`config.mk`:
```
export PLATFORM = sky130hd
export DESIGN_NAME = segmented_pixel_buffer_grb_top
export DESIGN_NICKNAME = d
export VERILOG_FILES = /design/src/design/spb_pkg.sv /design/src/design/segmented_pixel_buffer_grb_top.sv /design/src/design/spb_scale.sv /design/src/design/spb_store.sv /design/src/design/spb_ofifo.sv
export SDC_FILE = /design/constraint.sdc
export NUM_CORES = 2
export LEC_CHECK = 0
export BUFFER_PORTS_ARGS = -buffer_cell sky130_fd_sc_hd__buf_2
export CAP_MARGIN = 20
export CORE_MARGIN = 4
export CORE_UTILIZATION = 33
export CTS_CLUSTER_SIZE = 14
export DETAILED_ROUTE_END_ITERATION = 10
export PLACE_DENSITY = 0.57
export RECOVER_POWER = 25
export SETUP_SLACK_MARGIN = 0.2
export SYNTH_ARGS = -nofsm -noshare
export SYNTH_HDL_FRONTEND = slang
export SYNTH_SLANG_ARGS = --single-unit
```
`constraint.sdc`:
```
create_clock -name aclk -period 6 [get_ports aclk]
set_input_delay 0.9 -clock aclk [delete_from_list [all_inputs] [get_ports aclk]]
set_output_delay 0.9 -clock aclk [all_outputs]
set_load 0.05 [all_outputs]
```
`src/design/spb_pkg.sv`:
```
// shared types and codes for the segmented pixel buffer
// no dependencies
package spb_pkg;

    // command codes carried on the input tuser
    typedef enum logic [1:0] {
        FUNC_WRITE = 2'd0,
        FUNC_LIST  = 2'd1,
        FUNC_CLEAR = 2'd2,
        FUNC_SHOW  = 2'd3
    } func_t;

    localparam int unsigned RGB_W  = 24;
    localparam int unsigned WORD_W = 32;

    // one output word with its end-of-frame flag
    typedef struct packed {
        logic [WORD_W-1:0] strip_word;
        logic              frame_last;
    } out_word_t;

endpackage

```
`src/design/segmented_pixel_buffer_grb_top.sv`:
```
// top level of the segmented pixel buffer with grb strip output
// depends on spb_pkg, spb_scale, spb_store, spb_ofifo
//
// A frame buffer of SEGMENTS x SEG_PIXELS 24-bit rgb pixels. One word on
// the slave channel is one command (func on s_tuser). A pixel write goes
// through accept, scale and store write; a segment fill waits for the
// scaler and then makes one store write per cycle. Show and clear-and-show
// issue one store read per cycle, while read credit allows, through the
// single read port, so s_tready stays low after the command word until the
// last read of the frame has been issued; the first pixel word passes the
// store read register and the output queue, and with m_tready high the
// rest follow one per cycle. A two-word output queue with read credit
// sets the pace under backpressure. The next command is taken once the
// last read of a frame has been issued. After reset a clearing pass zeroes every store address while s_tready is low.
module segmented_pixel_buffer_grb_top #(
    parameter int unsigned SEGMENTS   = 4,
    parameter int unsigned SEG_PIXELS = 16
) (
    input  logic        aclk,
    input  logic        aresetn,
    // slave command channel
    input  logic        s_tvalid,
    output logic        s_tready,
    // s_tdata from bit 0: seg_index[7:0], pixel_index[15:8], rgb_color[39:16],
    // brightness[47:40], list_count[55:48], reverse_dir[56], zero fill
    input  logic [63:0] s_tdata,
    // s_tuser: func[1:0]
    input  logic [1:0]  s_tuser,
    // master pixel channel
    output logic        m_tvalid,
    input  logic        m_tready,
    // m_tdata: strip_word[31:0]
    output logic [31:0] m_tdata,
    // m_tlast: frame_last
    output logic        m_tlast
);
    import spb_pkg::*;

    localparam int unsigned DEPTH = SEGMENTS * SEG_PIXELS;
    localparam int unsigned AW    = (DEPTH > 1) ? $clog2(DEPTH) : 1;
    localparam int unsigned PW    = (SEG_PIXELS > 1) ? $clog2(SEG_PIXELS) : 1;
    localparam logic [AW-1:0] LAST_ADDR = AW'(DEPTH - 1);
    localparam logic [PW-1:0] LAST_PIX  = PW'(SEG_PIXELS - 1);

    typedef enum logic [2:0] {
        ST_INIT,
        ST_IDLE,
        ST_SCALE,
        ST_WRITE,
        ST_FILL,
        ST_SHOW
    } state_t;

    // input fields
    func_t       in_func;
    logic [7:0]  in_seg;
    logic [7:0]  in_pix;
    logic [23:0] in_rgb;
    logic [7:0]  in_bright;
    logic [7:0]  in_count;
    logic        in_down;

    assign in_func   = func_t'(s_tuser);
    assign in_seg    = s_tdata[7:0];
    assign in_pix    = s_tdata[15:8];
    assign in_rgb    = s_tdata[39:16];
    assign in_bright = s_tdata[47:40];
    assign in_count  = s_tdata[55:48];
    assign in_down   = s_tdata[56];

    state_t        state_reg;
    logic [AW-1:0] ptr_reg;       // sweep pointer for init and show
    logic [AW-1:0] wr_addr_reg;   // single write address, or segment base for fill
    logic          do_write_reg;
    logic          zero_reg;      // show also clears
    logic [PW-1:0] fill_cnt_reg;
    logic          rd_pending_reg;
    logic          last_pending_reg;
    logic          zero_pending_reg;

    logic          accept;
    logic          dec_write;
    logic          dec_fill;
    logic [AW-1:0] dec_addr;
    logic [AW-1:0] seg_base;
    logic [7:0]    pix_sel;
    logic          seg_ok;
    logic          pix_ok;

    logic [RGB_W-1:0] scaled_rgb;
    logic             st_wr_en;
    logic [AW-1:0]    st_wr_addr;
    logic [RGB_W-1:0] st_wr_data;
    logic             issue;
    logic [RGB_W-1:0] rd_data;

    out_word_t  push_word;
    out_word_t  out_word;
    logic       pop;
    logic [1:0] q_count;
    logic [1:0] occupancy;

    assign s_tready = (state_reg == ST_IDLE);
    assign accept   = s_tvalid && s_tready;

    // command decode at accept time
    always_comb begin
        seg_ok    = (in_seg < 8'(SEGMENTS));
        pix_ok    = (in_pix < 8'(SEG_PIXELS));
        seg_base  = AW'(in_seg) * AW'(SEG_PIXELS);
        pix_sel   = in_pix;
        dec_write = 1'b0;
        dec_fill  = 1'b0;
        unique case (in_func) inside
            FUNC_WRITE: begin
                dec_write = seg_ok && pix_ok;
            end
            FUNC_LIST: begin
                if (seg_ok && (in_count != 8'd0)) begin
                    if (in_count == 8'd1) begin
                        dec_fill = 1'b1;
                    end else if (in_count < 8'(SEG_PIXELS)) begin
                        dec_write = (in_pix < in_count);
                    end else begin
                        // long list, clamped to the segment; downward runs reversed
                        dec_write = pix_ok;
                        if (in_down) begin
                            pix_sel = 8'(SEG_PIXELS - 1) - in_pix;
                        end
                    end
                end
            end
            FUNC_CLEAR, FUNC_SHOW: begin
                dec_write = 1'b0;
            end
        endcase
        dec_addr = dec_fill ? seg_base : (seg_base + AW'(pix_sel));
    end

    // read credit: queue entries plus the read in flight never exceed two
    assign pop       = m_tvalid && m_tready;
    assign occupancy = q_count + 2'(rd_pending_reg);
    assign issue     = (state_reg == ST_SHOW) && ((occupancy < 2'd2) || pop);

    // control and sweep registers
    always_ff @(posedge aclk) begin
        if (!aresetn) begin
            state_reg        <= ST_INIT;
            ptr_reg          <= '0;
            fill_cnt_reg     <= '0;
            do_write_reg     <= 1'b0;
            zero_reg         <= 1'b0;
            rd_pending_reg   <= 1'b0;
            last_pending_reg <= 1'b0;
            zero_pending_reg <= 1'b0;
        end else begin
            rd_pending_reg   <= issue;
            last_pending_reg <= issue && (ptr_reg == LAST_ADDR);
            zero_pending_reg <= zero_reg;
            unique case (state_reg)
                ST_INIT: begin
                    if (ptr_reg == LAST_ADDR) begin
                        ptr_reg   <= '0;
                        state_reg <= ST_IDLE;
                    end else begin
                        ptr_reg <= ptr_reg + AW'(1);
                    end
                end
                ST_IDLE: begin
                    if (accept) begin
                        do_write_reg <= dec_write;
                        fill_cnt_reg <= '0;
                        zero_reg     <= (in_func == FUNC_CLEAR);
                        ptr_reg      <= '0;
                        if ((in_func == FUNC_CLEAR) || (in_func == FUNC_SHOW)) begin
                            state_reg <= ST_SHOW;
                        end else begin
                            state_reg <= dec_fill ? ST_FILL : ST_SCALE;
                        end
                    end
                end
                ST_SCALE: begin
                    state_reg <= ST_WRITE;
                end
                ST_WRITE: begin
                    state_reg <= ST_IDLE;
                end
                ST_FILL: begin
                    // first fill cycle waits for the scaler like a single write
                    if (do_write_reg) begin
                        fill_cnt_reg <= fill_cnt_reg + PW'(1);
                        if (fill_cnt_reg == LAST_PIX) begin
                            state_reg <= ST_IDLE;
                        end
                    end
                    do_write_reg <= 1'b1;
                end
                ST_SHOW: begin
                    if (issue) begin
                        ptr_reg <= ptr_reg + AW'(1);
                        if (ptr_reg == LAST_ADDR) begin
                            state_reg <= ST_IDLE;
                        end
                    end
                end
                default: begin
                    state_reg <= ST_IDLE;
                end
            endcase
        end
    end

    // the segment base is held in wr_addr_reg during a fill
    always_ff @(posedge aclk) begin
        if (accept) begin
            wr_addr_reg <= dec_addr;
        end
    end

    // store write port: init pass, clear sweep, single write, fill
    always_comb begin
        st_wr_en   = 1'b0;
        st_wr_addr = wr_addr_reg;
        st_wr_data = scaled_rgb;
        unique case (state_reg)
            ST_INIT: begin
                st_wr_en   = 1'b1;
                st_wr_addr = ptr_reg;
                st_wr_data = '0;
            end
            ST_WRITE: begin
                st_wr_en = do_write_reg;
            end
            ST_FILL: begin
                st_wr_en   = do_write_reg;
                st_wr_addr = wr_addr_reg + AW'(fill_cnt_reg);
            end
            ST_SHOW: begin
                st_wr_en   = issue && zero_reg;
                st_wr_addr = ptr_reg;
                st_wr_data = '0;
            end
            default: begin
                st_wr_en = 1'b0;
            end
        endcase
    end

    spb_scale u_scale (
        .aclk       (aclk),
        .load       (accept),
        .rgb_color  (in_rgb),
        .brightness (in_bright),
        .scaled_rgb (scaled_rgb)
    );

    spb_store #(
        .DEPTH (DEPTH),
        .AW    (AW)
    ) u_store (
        .aclk    (aclk),
        .wr_en   (st_wr_en),
        .wr_addr (st_wr_addr),
        .wr_data (st_wr_data),
        .rd_en   (issue),
        .rd_addr (ptr_reg),
        .rd_data (rd_data)
    );

    // rgb store layout to grb strip word, low byte zero; the whole word is zero on clear-and-show
    always_comb begin
        if (zero_pending_reg) begin
            push_word.strip_word = '0;
        end else begin
            push_word.strip_word = {rd_data[15:8], rd_data[23:16], rd_data[7:0], 8'h00};
        end
        push_word.frame_last = last_pending_reg;
    end

    spb_ofifo u_ofifo (
        .aclk      (aclk),
        .aresetn   (aresetn),
        .push      (rd_pending_reg),
        .push_word (push_word),
        .pop       (pop),
        .out_valid (m_tvalid),
        .out_word  (out_word),
        .count     (q_count)
    );

    assign m_tdata = out_word.strip_word;
    assign m_tlast = out_word.frame_last;

    // queue plus read in flight never overruns the two entries
    assert property (@(posedge aclk) disable iff (!aresetn)
        (q_count + 2'(rd_pending_reg)) <= 2'd2)
        else $error("output queue overrun");

    // the read of the last word of a frame ends the sweep
    assert property (@(posedge aclk) disable iff (!aresetn)
        (rd_pending_reg && last_pending_reg) |-> (state_reg == ST_IDLE))
        else $error("frame sweep did not end on last word");

    // no store write can land while commands are being taken
    assert property (@(posedge aclk) disable iff (!aresetn)
        s_tready |-> !st_wr_en)
        else $error("store write while idle");

endmodule

```
`src/design/spb_scale.sv`:
```
// brightness scaler: each 8-bit component times brightness, divided by 100
// two register stages; depends on spb_pkg
module spb_scale (
    input  logic                      aclk,
    input  logic                      load,
    input  logic [spb_pkg::RGB_W-1:0] rgb_color,
    input  logic [7:0]                brightness,
    output logic [spb_pkg::RGB_W-1:0] scaled_rgb
);
    import spb_pkg::*;

    // floor(p / 100) == (p * 83887) >> 23 for any 16-bit p
    localparam logic [16:0] RECIP_100   = 17'd83887;
    localparam int unsigned RECIP_SHIFT = 23;
    localparam int unsigned PROD_W      = 16;
    localparam int unsigned FULL_W      = PROD_W + 17;

    logic [PROD_W-1:0] prod_reg [3];
    logic [FULL_W-1:0] full     [3];
    logic [RGB_W-1:0]  scaled_reg;

    always_ff @(posedge aclk) begin
        if (load) begin
            for (int k = 0; k < 3; k++) begin
                prod_reg[k] <= PROD_W'(rgb_color[8*k +: 8]) * PROD_W'(brightness);
            end
        end
    end

    always_comb begin
        for (int k = 0; k < 3; k++) begin
            full[k] = FULL_W'(prod_reg[k]) * FULL_W'(RECIP_100);
        end
    end

    // keep only the low 8 bits of each quotient
    always_ff @(posedge aclk) begin
        for (int k = 0; k < 3; k++) begin
            scaled_reg[8*k +: 8] <= full[k][RECIP_SHIFT +: 8];
        end
    end

    assign scaled_rgb = scaled_reg;

endmodule

```
`src/design/spb_store.sv`:
```
// pixel store: one write port, one read port with registered read data
// depends on spb_pkg
module spb_store #(
    parameter int unsigned DEPTH = 64,
    parameter int unsigned AW    = 6
) (
    input  logic                      aclk,
    input  logic                      wr_en,
    input  logic [AW-1:0]             wr_addr,
    input  logic [spb_pkg::RGB_W-1:0] wr_data,
    input  logic                      rd_en,
    input  logic [AW-1:0]             rd_addr,
    output logic [spb_pkg::RGB_W-1:0] rd_data
);
    import spb_pkg::*;

    logic [RGB_W-1:0] mem [DEPTH];
    logic [RGB_W-1:0] rd_data_reg;

    always_ff @(posedge aclk) begin
        if (wr_en) begin
            mem[wr_addr] <= wr_data;
        end
    end

    always_ff @(posedge aclk) begin
        if (rd_en) begin
            rd_data_reg <= mem[rd_addr];
        end
    end

    assign rd_data = rd_data_reg;

endmodule

```
`src/design/spb_ofifo.sv`:
```
// two-entry output queue in front of the master channel
// depends on spb_pkg
module spb_ofifo (
    input  logic               aclk,
    input  logic               aresetn,
    input  logic               push,
    input  spb_pkg::out_word_t push_word,
    input  logic               pop,
    output logic               out_valid,
    output spb_pkg::out_word_t out_word,
    output logic [1:0]         count
);
    import spb_pkg::*;

    out_word_t  buf_reg [2];
    logic       wptr_reg;
    logic       rptr_reg;
    logic [1:0] cnt_reg;
    logic [1:0] cnt_next;

    always_comb begin
        cnt_next = cnt_reg;
        if (push && !pop) begin
            cnt_next = cnt_reg + 2'd1;
        end else if (pop && !push) begin
            cnt_next = cnt_reg - 2'd1;
        end
    end

    always_ff @(posedge aclk) begin
        if (!aresetn) begin
            wptr_reg <= 1'b0;
            rptr_reg <= 1'b0;
            cnt_reg  <= 2'd0;
        end else begin
            if (push) begin
                wptr_reg <= ~wptr_reg;
            end
            if (pop) begin
                rptr_reg <= ~rptr_reg;
            end
            cnt_reg <= cnt_next;
        end
    end

    always_ff @(posedge aclk) begin
        if (push) begin
            buf_reg[wptr_reg] <= push_word;
        end
    end

    assign out_valid = (cnt_reg != 2'd0);
    assign out_word  = buf_reg[rptr_reg];
    assign count     = cnt_reg;

endmodule
```
[Word level (Yosys, flattened, before mapping)]
Memories as Yosys holds them, arrays and structs flattened. A register that Yosys moved wholly into a read port is not among the register bits.
Cells that the tools add are included.
Storage, ports and cells
  memories: 3
  memory bits (writable): 1650
  register bits after elaboration: 52
  word-level logic and storage cells: 125
Memory list
  u_store.mem: words 64, bits a word 24, rd ports 1, clocked after memory_dff 1, wr ports 1, line spb_store.sv:17  | logic [RGB_W-1:0] mem [DEPTH];
  u_ofifo.buf_reg: words 2, bits a word 33, rd ports 1, clocked after memory_dff 1, wr ports 1, line spb_ofifo.sv:15  | out_word_t buf_reg [2];
  u_scale.prod_reg: words 3, bits a word 16, rd ports 3, clocked after memory_dff 0, wr ports 3, line spb_scale.sv:18  | logic [PROD_W-1:0] prod_reg [3];
Cells by class
  magnitude comparators: 5
  $mul: 6
  multiplexer cells: 44
  bitwise gates (word level): 2
  eq/ne operators: 15
  reductions and logical operators: 28
  add/subtract/negate cells: 8
Operators by type and width (number)
  $mul A16 B17 Y31 const B: 3
  $mux W6: 9
  $mul A8 B8 Y16: 3
  $mux W32: 1
  $mux W24: 1
  $mux W3: 7
  $pmux W6 S3: 1
  $lt A8 B5 Y1 const B: 2
  $mux W1: 15
  $pmux W3 S5: 1
  $pmux W6 S2: 1
  $logic_and A1 B1 Y1: 9
  $eq A8 B1 Y1 const B: 1
  $lt A8 B3 Y1 const B: 1
  $lt A8 B8 Y1: 1
  $mux W4: 2
  $pmux W4 S2: 1
  $reduce_bool A8 Y1: 1
  $add A6 B1 Y6 const B: 1
  $add A6 B4 Y6: 1
  $add A6 B6 Y6: 1
  $eq A3 B2 Y1 const B: 2
  $eq A3 B3 Y1 const B: 2
  $eq A6 B6 Y1 const B: 1
  other kinds (26): 40

[Longest topological paths before layout]
  depth in word-level cells: 8
  mapped depth: 21
  gate-level depth less buffers: 21

[By module]
A second synthesis with hierarchy kept.
Second synthesis, totals
  cells, all modules: 5247
  area, all modules: 86242.7 um^2
Modules (own cells, without submodules)
  spb_store: cells an instance 2610, times used 1, area each 59535.8 um^2
  spb_scale: cells an instance 2230, times used 1, area each 21938.5 um^2
  spb_ofifo: cells an instance 124, times used 1, area each 2605.0 um^2
  segmented_pixel_buffer_grb_top: cells an instance 283, times used 1, area each 2163.3 um^2

[Worst setup path before layout]
No wires, ideal clock.
  kind: reg2reg
  start: mem u_scale.prod_reg[2][1] (netlist: u_scale.prod_reg[0][33])
  end: reg u_scale.scaled_reg[23] (netlist: u_scale.scaled_rgb[23])
  slack: 237 ps
  arrival: 5690 ps
  data required time: 5928 ps
  cell stages (with the launch flop): 20
  clock period less this slack: 5763 ps
  cells stage by stage: edfxtp_1 fa_1 inv_1 fa_1 fa_1 fa_1 inv_1 fa_1 inv_1 fa_1 inv_1 ha_1 a211oi_1 o21ai_0 a311oi_1 o221ai_2 a41o_1 or4_1 a31oi_1 xnor2_1
RTL lines
  start, declared: line spb_scale.sv:18
  end signal, assigned by index: line spb_scale.sv:39  | scaled_reg[8*k +: 8] <= full[k][RECIP_SHIFT +: 8];
  end, declared: line spb_scale.sv:20  | logic [RGB_W-1:0] scaled_reg;

==> impl_metrics.py <==
metrics = {
    "logic_synthesis": {
        "yosysWarningCount": 0,
        "synth_common_cells": "edfxtp_1, inv_1, ha_1, mux4_2, fa_1",
        "yosys.cell_count.top_type": "edfxtp_1",
        "syn_inst": 4914,
        "ys_top_cells_by_area": "edfxtp_1, mux4_2, fa_1",
        "seq_area_frac_synth_pct": 59.6,
        "synth_edf_count": 1664,
        "syn_area_per_cell_um2": 17.4,
        "netlist_area_um2": 85400,
        "synthFlopType": "edfxtp_1",
        "yosys.area.top_type": "edfxtp_1",
        "synth_largest_type_area_fraction_pct": 58.5,
        "async_flop_share_pct": 0,
        "ys_types": 67,
        "ys_ff_latch": 1711,
    },
    "clock_tree": {
        "clk_root_buffer_cell": "clkbuf_16",
        "cts_tree": "done",
        "cts_buffers": 163,
        "clkSinkCount": 1711,
        "cts_max_level": 4,
        "cts.path.max_buffers": 3,
        "clk_latency_ns": 0.81,
        "cts_hold_buf": 0,
        "path_clk_slew_ns": 0.06,
    },
    "timing": {
        "finalMaxSlewViolations": 416,
        "period_minus_slack_ns": 5.67,
        "max_freq_mhz": 176,
        "worst_slack_ns": 0.326,
        "setup-tns-final_ns": 0,
        "tightest_slew_ns": 3.47,
        "finalHoldViolations": 0,
        "grt_setup_unrepaired": "true",
        "min_period_over_period_pct": 94.6,
        "hold_slack_ns": 0.437,
        "setup_viol_count_final": 0,
        "finClkSkew_ns": 0.0597,
        "relSlewSlack_pct": -132,
    },
    "floorplan": {
        "io_pins": 105,
        "die_y_um": 517,
        "design.core.area_um2": 257000,
        "row_count": 186,
        "die_w_um": 517,
        "dieArea_um2": 267000,
        "start_util_pct": 33.2,
    },
    "placement": {
        "portBuffers": 89,
        "place_hpwl_mm": 125,
        "post-place-ws_ns": 0.0357,
        "dpl_cell_area_um2": 91200,
        "gp_congestion": 0.799,
    },
    "grt": {
        "grt_pass1_vias": 46000,
        "grt_pass1_wl_mm": 302,
        "grt_overflow": 0,
        "grt_usage_pct": 15.2,
        "grt_start_max_net_pins": 127,
        "antenna_found_initial": 19,
    },
    "hold_path": {
        "hp-class": "primary input to register",
        "whs_path_depth": 2,
    },
    "power": {
        "p_sw_share_pct": 36.2,
        "powerDensity_nw_per_um2": 466,
        "p_leak_nw": 35.1,
        "p_comb_share_pct": 46.1,
        "seqPwrFrac_pct": 31.9,
        "ir_drop_v": 0.000618,
        "cellInternalPower_mw": 28.8,
        "clkPwrFrac_pct": 22.0,
        "p_sw_mw": 16.3,
    },
    "routing": {
        "vias_per_cell": 4.95,
        "antenna_left": 0,
        "post_drt_wl_per_cell_um": 23.2,
        "first_pass_iters": 5,
        "route.detailed.drc": 0,
        "drt_wl_total_mm": 202,
        "vias": 43100,
        "drtIter0Drc": 3462,
    },
    "flow_run": {
        "drv_cap": 9,
    },
    "outcome": {
        "status": "finished with violations",
        "violations": "capacitance limit, slew limit",
    },
    "setup_path": {
        "crit_required_ns": 6.70,
        "crit_arrival_ns": 6.37,
        "start_kind": "register",
        "critPathMaxFanout": 6,
        "worst_setup_path_end_kind": "register",
        "path_class": "register to register",
        "ff2ff_path_depth": 16,
    },
    "cells_and_area": {
        "fill_cells": 23600,
        "final_core_util_pct": 37.7,
        "areaGrowthSynthToFinish_pct": 13.5,
        "nNetsFinal": 6162,
        "fin_area_um2": 96900,
        "largest_reg_flops": 1536,
        "layout-drive-gt1-share_pct": 21.4,
    },
}
==> worst max-delay path: stages (launching register included) <==
cell and delay, ns:
edfxtp_1 0.54, fa_1 0.52, buf_4 0.17, fa_1 0.48
fa_1 0.46, fa_1 0.54, fa_1 0.44, fa_1 0.39
ha_1 0.24, a211oi_2 0.23, o21ai_0 0.13, a221oi_2 0.26
o221ai_2 0.16, a41o_1 0.29, or4_4 0.43, a31oi_2 0.19
xnor2_1 0.12
==> path summary, 6_finish.rpt <==
kind	startpoint	end	slack, ns
max	u_scale.prod_reg[0][41]	u_scale.scaled_rgb[23]	0.33
min	s_tdata[1]	wr_addr_reg[5]	0.44
max reg2reg	u_scale.prod_reg[0][41]	u_scale.scaled_rgb[23]	0.33
min reg2reg	last_pending_reg	u_ofifo.buf_reg[1][0]	0.44
==> cells in the final DEF (no fill, tap or decap), types with 41 or more instances in the layout <==
master / instances
nor2b_1: 59
buf_2: 81
clkinv_1: 41
and2_1: 112
a21oi_1: 73
buf_4: 128
xnor2_1: 61
clkbuf_1: 53
clkbuf_16: 166
dfxtp_1: 42
nand2_1: 141
nor2_1: 57
inv_1: 674
ha_1: 496
mux4_2: 488
edfxtp_1: 1664
fa_1: 391
==> metal layers <==
metal	global-route usage [%]	wire length, µm
met5	0	53
met4	3.61	4100
met3	1.85	9530
met2	26.1	99800
met1	20.7	88300
==> per-stage QoR <==
| step | power, mW | instances |
|---|---|---|
| 6_report | 45.2 | 8709 |
| 5_1_grt | 48.8 | 8708 |
| 4_1_cts | 44.4 | 8677 |
| 3_5_place_dp | 34.1 | 8374 |
| 3_3_place_gp | 34.1 | 8368 |
| 2_1_floorplan | 28.5 | 4921 |
==> logic make-up after synthesis <==
group | Yosys count | share of synthesized area (%)
flip-flops | 1711 | 59.6
adder cells (fa/ha/maj) | 902 | 16.7
buffers and inverters | 844 | 3.88
AND/OR/NAND/NOR | 581 | 3.46
multiplexers | 538 | 13.5
AO/OA/AOI/OAI | 253 | 1.93
XOR/XNOR | 84 | 0.862
other | 1 | 0.00439
==> power by group through the flow <==
stage | Combinational, mW | Sequential, mW | Clock, mW
global route | 23.7 | 14.5 | 10.6
finish | 20.8 | 14.4 | 9.92
CTS | 19.9 | 14.4 | 10.1
global placement | 19.4 | 14.6 | 0
floorplan | 13.9 | 14.6 | 0
detailed placement | 19.5 | 14.7 | 0
==> area by class of cell <==
class	instances	area, µm²	share of cell area (%)
flip-flops and latches	1711	50900	52.6
multi-input cells	2366	32000	33.0
clock buffers	212	4390	4.53
well taps	3384	4230	4.37
inverters	681	2560	2.64
repair buffers	267	2070	2.14
clock inverters	85	732	0.755
diodes	3	7.51	0.00775
==> repair_timing <==
item / in CTS / in global routing
setup endpoints to repair: 8 / 16
pin swaps: 12 / 39
gates resized for setup: 9 / 49
buffers inserted: 6 / 18
Power figures use the tool's default switching activity.
